--- src/rtl/apt_pkg.sv ---
// Shared types, constants and helpers for the alarm pulse trigger rotator.
package apt_pkg;

    // Field widths
    localparam int unsigned NowW    = 32;
    localparam int unsigned HourW   = 5;
    localparam int unsigned MinW    = 6;
    localparam int unsigned SecW    = 6;
    localparam int unsigned WdayW   = 3;
    localparam int unsigned MaskW   = 7;
    localparam int unsigned PulseW  = 16;
    localparam int unsigned RelayW  = 3;
    localparam int unsigned EventW  = 2;
    localparam int unsigned SlotW   = 2;

    // Stream widths
    localparam int unsigned InDataW  = 56;
    localparam int unsigned InUserW  = 1;
    localparam int unsigned OutDataW = 8;
    localparam int unsigned OutUserW = EventW;

    // Configuration port
    localparam int unsigned CfgIdxW  = 3;
    localparam int unsigned CfgDataW = 16;

    localparam logic [CfgIdxW-1:0] CFG_ENABLE = 3'd0;
    localparam logic [CfgIdxW-1:0] CFG_HOUR   = 3'd1;
    localparam logic [CfgIdxW-1:0] CFG_MINUTE = 3'd2;
    localparam logic [CfgIdxW-1:0] CFG_MASK   = 3'd3;
    localparam logic [CfgIdxW-1:0] CFG_PULSE  = 3'd4;

    // Register reset values
    localparam logic [HourW-1:0]  RST_HOUR   = 5'd7;
    localparam logic [MinW-1:0]   RST_MINUTE = 6'd0;
    localparam logic [MaskW-1:0]  RST_MASK   = 7'd0;
    localparam logic [PulseW-1:0] RST_PULSE  = 16'd1000;

    // Skip hold-off window in ms
    localparam logic [NowW-1:0] SKIP_GAP_MS = 32'd5000;

    // Relay slot codes, NONE means no relay is driven
    localparam logic [SlotW-1:0] SLOT_NONE = 2'd0;
    localparam logic [SlotW-1:0] SLOT_1    = 2'd1;
    localparam logic [SlotW-1:0] SLOT_2    = 2'd2;
    localparam logic [SlotW-1:0] SLOT_3    = 2'd3;

    // Event codes
    localparam logic [EventW-1:0] EV_NONE    = 2'd0;
    localparam logic [EventW-1:0] EV_SKIPPED = 2'd1;
    localparam logic [EventW-1:0] EV_STARTED = 2'd2;
    localparam logic [EventW-1:0] EV_ENDED   = 2'd3;

    typedef struct packed {
        logic              enable;
        logic [HourW-1:0]  hour;
        logic [MinW-1:0]   minute;
        logic [MaskW-1:0]  mask;
        logic [PulseW-1:0] pulse_ms;
    } cfg_t;

    typedef struct packed {
        logic [NowW-1:0]  now_ms;
        logic [HourW-1:0] clock_hour;
        logic [MinW-1:0]  clock_minute;
        logic [SecW-1:0]  clock_second;
        logic [WdayW-1:0] clock_weekday;
        logic             time_valid;
        logic             skip_request;
    } poll_t;

    typedef struct packed {
        logic [RelayW-1:0] relay_drive;
        logic [EventW-1:0] event_code;
    } res_t;

    // Map the clock weekday (0 Sunday) onto the mask bit (0 Monday)
    function automatic logic [WdayW-1:0] day_bit(input logic [WdayW-1:0] wday);
        logic [WdayW-1:0] b;
        case (wday)
            3'd0:    b = 3'd6;
            3'd1:    b = 3'd0;
            3'd2:    b = 3'd1;
            3'd3:    b = 3'd2;
            3'd4:    b = 3'd3;
            3'd5:    b = 3'd4;
            3'd6:    b = 3'd5;
            default: b = 3'd6;
        endcase
        return b;
    endfunction

    // One-hot relay pattern for a slot
    function automatic logic [RelayW-1:0] slot_onehot(input logic [SlotW-1:0] slot);
        logic [RelayW-1:0] r;
        case (slot)
            SLOT_1:  r = 3'b001;
            SLOT_2:  r = 3'b010;
            SLOT_3:  r = 3'b100;
            default: r = 3'b000;
        endcase
        return r;
    endfunction

    // Next slot in the rotation 1, 2, 3, 1
    function automatic logic [SlotW-1:0] slot_advance(input logic [SlotW-1:0] slot);
        logic [SlotW-1:0] n;
        case (slot)
            SLOT_1:  n = SLOT_2;
            SLOT_2:  n = SLOT_3;
            default: n = SLOT_1;
        endcase
        return n;
    endfunction

endpackage

--- src/rtl/apt_cfg_regs.sv ---
// Configuration register file for the alarm schedule and pulse length.
module apt_cfg_regs (
    input  logic                        aclk,
    input  logic                        aresetn,
    input  logic                        cfg_valid,
    input  logic [apt_pkg::CfgIdxW-1:0] cfg_index,
    input  logic [apt_pkg::CfgDataW-1:0] cfg_data,
    output apt_pkg::cfg_t               cfg
);
    import apt_pkg::*;

    cfg_t cfg_reg;
    cfg_t cfg_next;

    // Decode the write into the addressed field, drop unknown indexes
    always_comb begin
        cfg_next = cfg_reg;
        if (cfg_valid) begin
            case (cfg_index)
                CFG_ENABLE: cfg_next.enable   = cfg_data[0];
                CFG_HOUR:   cfg_next.hour     = cfg_data[HourW-1:0];
                CFG_MINUTE: cfg_next.minute   = cfg_data[MinW-1:0];
                CFG_MASK:   cfg_next.mask     = cfg_data[MaskW-1:0];
                CFG_PULSE:  cfg_next.pulse_ms = cfg_data[PulseW-1:0];
                default:    cfg_next = cfg_reg;
            endcase
        end
    end

    always_ff @(posedge aclk) begin
        if (!aresetn) begin
            cfg_reg.enable   <= 1'b0;
            cfg_reg.hour     <= RST_HOUR;
            cfg_reg.minute   <= RST_MINUTE;
            cfg_reg.mask     <= RST_MASK;
            cfg_reg.pulse_ms <= RST_PULSE;
        end else begin
            cfg_reg <= cfg_next;
        end
    end

    assign cfg = cfg_reg;

endmodule

--- src/rtl/apt_core.sv ---
// Alarm match, skip bookkeeping, pulse timing and relay rotation state.
module apt_core (
    input  logic          aclk,
    input  logic          aresetn,
    input  logic          step,
    input  apt_pkg::cfg_t cfg,
    input  apt_pkg::poll_t poll,
    output apt_pkg::res_t res
);
    import apt_pkg::*;

    logic             pulse_active_reg, pulse_active_next;
    logic [NowW-1:0]  stop_time_reg, stop_time_next;
    logic [SlotW-1:0] active_slot_reg, active_slot_next;
    logic [SlotW-1:0] upcoming_slot_reg, upcoming_slot_next;
    logic             skip_pending_reg, skip_pending_next;
    logic [NowW-1:0]  last_skip_reg, last_skip_next;

    logic             skip_now;
    logic             time_ok;
    logic             day_ok;
    logic             match;
    logic [NowW-1:0]  gap;
    logic [EventW-1:0] event_code;

    // Match the poll against the schedule
    always_comb begin
        time_ok = (poll.clock_hour == cfg.hour) && (poll.clock_minute == cfg.minute)
                  && (poll.clock_second == '0);
        day_ok  = cfg.mask[day_bit(poll.clock_weekday)];
        match   = poll.time_valid && time_ok && day_ok;
        gap     = poll.now_ms - last_skip_reg;
    end

    // Next state for one poll
    always_comb begin
        skip_now           = skip_pending_reg | poll.skip_request;
        pulse_active_next  = pulse_active_reg;
        stop_time_next     = stop_time_reg;
        active_slot_next   = active_slot_reg;
        upcoming_slot_next = upcoming_slot_reg;
        skip_pending_next  = skip_now;
        last_skip_next     = last_skip_reg;
        event_code         = EV_NONE;
        if (pulse_active_reg) begin
            // End the pulse once the count passes the stop time
            if (poll.now_ms > stop_time_reg) begin
                pulse_active_next = 1'b0;
                stop_time_next    = '0;
                active_slot_next  = SLOT_NONE;
                event_code        = EV_ENDED;
            end
        end else if (cfg.enable && match) begin
            if (skip_now) begin
                // Consume the pending skip
                skip_pending_next = 1'b0;
                last_skip_next    = poll.now_ms;
                event_code        = EV_SKIPPED;
            end else if (gap > SKIP_GAP_MS) begin
                // Start a pulse on the next relay
                pulse_active_next  = 1'b1;
                stop_time_next     = poll.now_ms + {{(NowW-PulseW){1'b0}}, cfg.pulse_ms};
                active_slot_next   = upcoming_slot_reg;
                upcoming_slot_next = slot_advance(upcoming_slot_reg);
                event_code         = EV_STARTED;
            end
        end
        res.relay_drive = pulse_active_next ? slot_onehot(active_slot_next) : '0;
        res.event_code  = event_code;
    end

    always_ff @(posedge aclk) begin
        if (!aresetn) begin
            pulse_active_reg  <= 1'b0;
            stop_time_reg     <= '0;
            active_slot_reg   <= SLOT_NONE;
            upcoming_slot_reg <= SLOT_1;
            skip_pending_reg  <= 1'b0;
            last_skip_reg     <= '0;
        end else if (step) begin
            pulse_active_reg  <= pulse_active_next;
            stop_time_reg     <= stop_time_next;
            active_slot_reg   <= active_slot_next;
            upcoming_slot_reg <= upcoming_slot_next;
            skip_pending_reg  <= skip_pending_next;
            last_skip_reg     <= last_skip_next;
        end
    end

endmodule

--- src/rtl/alarm_pulse_trigger_rotator_core.sv ---
// Pipeline: an accepted input transaction passes an input register, then a result
// register, to m_tvalid. Throughput: one poll per cycle while m_tready does not hold
// a pending result; both registers bracket the state update and advance together.
// Reset: aresetn is synchronous and active low; it empties both registers,
// restores configuration defaults and clears the pulse, skip and rotation state.
module alarm_pulse_trigger_rotator_core (
    input  logic                          aclk,
    input  logic                          aresetn,
    // Poll input
    input  logic                          s_tvalid,
    output logic                          s_tready,
    // now_ms[31:0], clock_hour[36:32], clock_minute[42:37], clock_second[48:43],
    // clock_weekday[51:49], skip_request[52], zero[55:53]
    input  logic [apt_pkg::InDataW-1:0]   s_tdata,
    // time_valid[0]
    input  logic [apt_pkg::InUserW-1:0]   s_tuser,
    // Result output
    output logic                          m_tvalid,
    input  logic                          m_tready,
    // relay_drive[2:0], zero[7:3]
    output logic [apt_pkg::OutDataW-1:0]  m_tdata,
    // event_code[1:0]
    output logic [apt_pkg::OutUserW-1:0]  m_tuser,
    // Configuration write
    input  logic                          cfg_valid,
    output logic                          cfg_ready,
    input  logic [apt_pkg::CfgIdxW-1:0]   cfg_index,
    input  logic [apt_pkg::CfgDataW-1:0]  cfg_data
);
    import apt_pkg::*;

    logic  in_vld_reg, in_vld_next;
    poll_t in_reg;
    logic  out_vld_reg, out_vld_next;
    res_t  out_reg;
    res_t  res;
    cfg_t  cfg;
    logic  advance;
    logic  s_accept;
    logic  step;

    assign cfg_ready = 1'b1;

    apt_cfg_regs u_cfg (
        .aclk      (aclk),
        .aresetn   (aresetn),
        .cfg_valid (cfg_valid),
        .cfg_index (cfg_index),
        .cfg_data  (cfg_data),
        .cfg       (cfg)
    );

    // Pipeline control: both stages move when the result slot frees up
    assign advance  = !out_vld_reg || m_tready;
    assign s_tready = !in_vld_reg || advance;
    assign s_accept = s_tvalid && s_tready;
    assign step     = in_vld_reg && advance;

    always_comb begin
        in_vld_next = in_vld_reg;
        if (s_accept) begin
            in_vld_next = 1'b1;
        end else if (advance) begin
            in_vld_next = 1'b0;
        end
        out_vld_next = advance ? in_vld_reg : out_vld_reg;
    end

    apt_core u_core (
        .aclk    (aclk),
        .aresetn (aresetn),
        .step    (step),
        .cfg     (cfg),
        .poll    (in_reg),
        .res     (res)
    );

    // Valid flags
    always_ff @(posedge aclk) begin
        if (!aresetn) begin
            in_vld_reg  <= 1'b0;
            out_vld_reg <= 1'b0;
        end else begin
            in_vld_reg  <= in_vld_next;
            out_vld_reg <= out_vld_next;
        end
    end

    // Capture the poll and the result
    always_ff @(posedge aclk) begin
        if (s_accept) begin
            in_reg.now_ms        <= s_tdata[31:0];
            in_reg.clock_hour    <= s_tdata[36:32];
            in_reg.clock_minute  <= s_tdata[42:37];
            in_reg.clock_second  <= s_tdata[48:43];
            in_reg.clock_weekday <= s_tdata[51:49];
            in_reg.skip_request  <= s_tdata[52];
            in_reg.time_valid    <= s_tuser[0];
        end
        if (step) begin
            out_reg <= res;
        end
    end

    assign m_tvalid = out_vld_reg;
    assign m_tdata  = {{(OutDataW-RelayW){1'b0}}, out_reg.relay_drive};
    assign m_tuser  = out_reg.event_code;

endmodule

--- config.mk ---
export PLATFORM = sky130hd
export DESIGN_NAME = alarm_pulse_trigger_rotator_core
export DESIGN_NICKNAME = d
export VERILOG_FILES = /design/src/rtl/apt_pkg.sv /design/src/rtl/apt_cfg_regs.sv /design/src/rtl/apt_core.sv /design/src/rtl/alarm_pulse_trigger_rotator_core.sv
export SDC_FILE = /design/constraint.sdc
export NUM_CORES = 1
export LEC_CHECK = 0
export BUFFER_PORTS_ARGS = -buffer_cell sky130_fd_sc_hd__buf_2
export CORE_ASPECT_RATIO = 0.8
export CORE_UTILIZATION = 46
export CTS_BUF_LIST = sky130_fd_sc_hd__clkbuf_16
export DETAILED_ROUTE_END_ITERATION = 12
export HOLD_SLACK_MARGIN = 0.08
export PLACE_DENSITY = 0.64
export SYNTH_ARGS = -nofsm -noshare
export SYNTH_HDL_FRONTEND = slang
export SYNTH_SLANG_ARGS = --single-unit
--- constraint.sdc ---
create_clock -name aclk -period 8.7 [get_ports aclk]
set_input_delay 1.74 -clock aclk [delete_from_list [all_inputs] [get_ports aclk]]
set_output_delay 1.74 -clock aclk [all_outputs]
set_load 0.05 [all_outputs]
==> metrics.cfg <==
[grt]
track_usage_pct = 23.64
grt_max_degree = 71
grt_pass1_vias = 7970
grt_pass1_wl_mm = 42.18
antenna_found_initial = 0
overflow = 0

[detailed_routing]
drt_wl_total_mm = 26.62
drt-vias-per-instance = 5.471
drcViolationCount = 0
num_vias = 8606
drt_iter0_drc = 619
wl_per_cell_um = 16.92
dr.pass1.iters = 5
antenna_left = 0

[sta]
rsz0062_at_grt = no
worstMarginPinSlew_ns = 0.9276
whs_ns = 0.4521
slew_headroom_pct = 37.82
max_freq_ghz = 0.2129
hold_viol = 0
slew_violations = 0
setup_viol = 0
finalSetupTns_ns = 0
skew_ns = 0.01414
min_period_ns = 4.698
timing.final.crit_share_pct = 54.00

[finish]
nets = 1423
num-fill-cells = 2089
antenna_cells = 0
regArea_um2 = 3914
largest_reg_flops = 54
drive_gt1_share_pct = 12.73
multi_input_area_um2 = 6021
final_core_util_pct = 53.36
area_delta_synth_final_pct = 11.70

[setup_path]
crit_buf_inv = 1
slowest_delay_ns = 0.65
slowest_stage = o41ai_4
crit_required_ns = 9.05
cp_max_fo = 32
path_class = flop to flop
startpoint_type = flop
critPathArrivalTime_ns = 5.05
critPathCaptureType = flop
crit_family = compound AO/OA/AOI/OAI gates
crit_chain = ha_1 > nand2_1 > nor4_4 > o311ai_1 > nand3_1 > mux2_2 > a2111oi_2 > o2111a_1 > nand4_1 > o41ai_4 > o21ai_4 > buf_4 > o31ai_1

[synth]
ys_warn_count = 0
synth_flop_cell = dfxtp_1
synthCells = 1196
synthArstFlopShare_pct = 0
synth_top_area_cell = dfxtp_1
yosys.area.top_type_share_pct = 20.45
synth_edf_count = 59
synth_area_leaders = dfxtp_1, edfxtp_1, ha_1
synth_cell_types = 95
ys_seq_area_share_pct = 37.37
syn_area_um2 = 10470
post_synth.cell_area_avg_um2 = 8.756
synth-seq-cells = 166

[run_status]
outcome = finished, final reports clean

[clock_network]
numCtsBuffers = 17
clock_sinks = 166
cts_tree = yes
htree_levels = 4
ctsHoldBuffers = 0
clk_path_buf_depth = 2
clk_pin_slew_ns = 0.07
post_cts_buffers = 0
ctsResizeCount = 0
clock_latency_ns = 0.45
cts_root_buf = clkbuf_16

[floorplanning]
die_h_um = 137.0
initial_utilization_pct = 47.77
placementRows = 48
io_pins = 94
die_area_um2 = 23380
die_x_um = 170.7
core_area_um2 = 21920

[power_and_ir_drop]
ir_drop_mv = 0.1361
power.density_nw_per_um2 = 163.0
p_leak_nw = 4.417
finalPower_mw = 1.907

[run]
maxCapViolCount = 0

[placed_design]
routabilityCongestion = 0.9617
hpwlAfterDp_mm = 19.64
port_buffers = 84

[worst_hold_path]
hp-class = flop to flop

[cell usage in the layout (no fill, tap or decap), types with 7 or more instances in the layout]
cell type,synthesis,layout
inv_1,84,85
edfxtp_1,59,59
and3_1,10,10
nor3_1,17,16
nor2_1,82,81
nand2b_1,12,12
a21o_1,26,26
nand3_1,30,30
buf_2,8,84
xnor2_1,30,30
dfxtp_1,107,107
o21ai_0,26,26
nor2b_1,9,9
o2bb2ai_1,14,14
nand4_1,22,22
or3_1,8,8
nand2_1,208,208
mux2i_1,36,36
ha_1,80,80
xor2_1,21,21
clkbuf_16,0,17
a21oi_1,102,102
and2_1,8,7
o211ai_1,11,11
o21a_1,9,9
[Yosys cell counts, types with 4 or more instances]
| master | n |
|---|---|
| a211o_1 | 4 |
| a211oi_1 | 5 |
| a21boi_0 | 5 |
| a21o_1 | 26 |
| a21oi_1 | 102 |
| a21oi_2 | 5 |
| and2_1 | 8 |
| and3_1 | 10 |
| buf_2 | 8 |
| buf_4 | 9 |
| buf_6 | 4 |
| clkbuf_1 | 26 |
| dfxtp_1 | 107 |
| edfxtp_1 | 59 |
| ha_1 | 80 |
| inv_1 | 84 |
| mux2_2 | 4 |
| mux2i_1 | 36 |
| nand2_1 | 208 |
| nand2b_1 | 12 |
| nand3_1 | 30 |
| nand4_1 | 22 |
| nor2_1 | 82 |
| nor2b_1 | 9 |
| nor3_1 | 17 |
| nor4b_1 | 5 |
| o211a_1 | 5 |
| o211ai_1 | 11 |
| o21a_1 | 9 |
| o21ai_0 | 26 |
| o21ai_1 | 6 |
| o21bai_1 | 4 |
| o22ai_1 | 4 |
| o2bb2ai_1 | 14 |
| o31ai_1 | 5 |
| o31ai_2 | 4 |
| or3_1 | 8 |
| or4_1 | 4 |
| xnor2_1 | 30 |
| xor2_1 | 21 |
[logic make-up after synthesis]
group           after synthesis  share of synthesized area [%]
fa+ha+maj                    82                          9.940
buf+inv                     133                          5.484
other cells                   2                        0.07171
simple gates                435                          19.25
flops                       166                          37.37
xor+xnor                     51                          4.265
mux                          42                          4.158
compound gates              285                          19.46
[power by group]
part	internal [mW]	switching (mW)
Combinational	0.100	0.160
Clock	0.476	0.320
Sequential	0.827	0.0246
Total	1.40	0.504
[layer usage]
metal | up-vias | global-route usage (%) | wire (um) | share of wire, %
met4 | 0 | 6.156 | 334 | 1.3
met5 | - | 0 | 0 | 0
met2 | 174 | 35.26 | 11280 | 42
li1 | 4369 | - | - | -
met3 | 26 | 4.511 | 1164 | 4.4
met1 | 4037 | 34.61 | 13840 | 52
[final timing paths]
path                             from                       end  slack (ns)  cells after the start
max                        in_reg[37]  u_core.stop_time_reg[15]        4.00                     13
min          u_core.stop_time_reg[31]  u_core.stop_time_reg[31]        0.45                      2
max reg2reg                in_reg[37]  u_core.stop_time_reg[15]        4.00                     13
min reg2reg  u_core.stop_time_reg[31]  u_core.stop_time_reg[31]        0.45                      2
[tightest hold or removal path, delay by kind of cell (launching register included)]
family           cells  cell delay (ns)
AO/OA/AOI/OAI        1             0.05
AND/OR/NAND/NOR      1             0.05
flip-flops           1             0.31
[cell type report]
| type | count | share of cell area [%] |
|---|---|---|
| clock inverters | 15 | 1.583 |
| clock buffers | 17 | 3.637 |
| flip-flops and latches | 166 | 33.46 |
| well taps | 300 | 3.209 |
| multi-input cells | 901 | 51.47 |
| inverters | 85 | 2.728 |
| repair buffers | 89 | 3.915 |
[through the flow]
| stage | std cells | cell area, um2 | setup slack (ns) |
|---|---|---|---|
| after global placement | 1541 | 11090 | 4.049 |
| after CTS | 1573 | 11700 | 4.024 |
| final | 1573 | 11700 | 4.002 |
| after detailed placement | 1541 | 11090 | 4.055 |
| after global routing | 1573 | 11700 | 3.756 |
| after floorplan | 1200 | 10490 | 4.676 |
No activity file was read; power rests on OpenSTA's default activity.
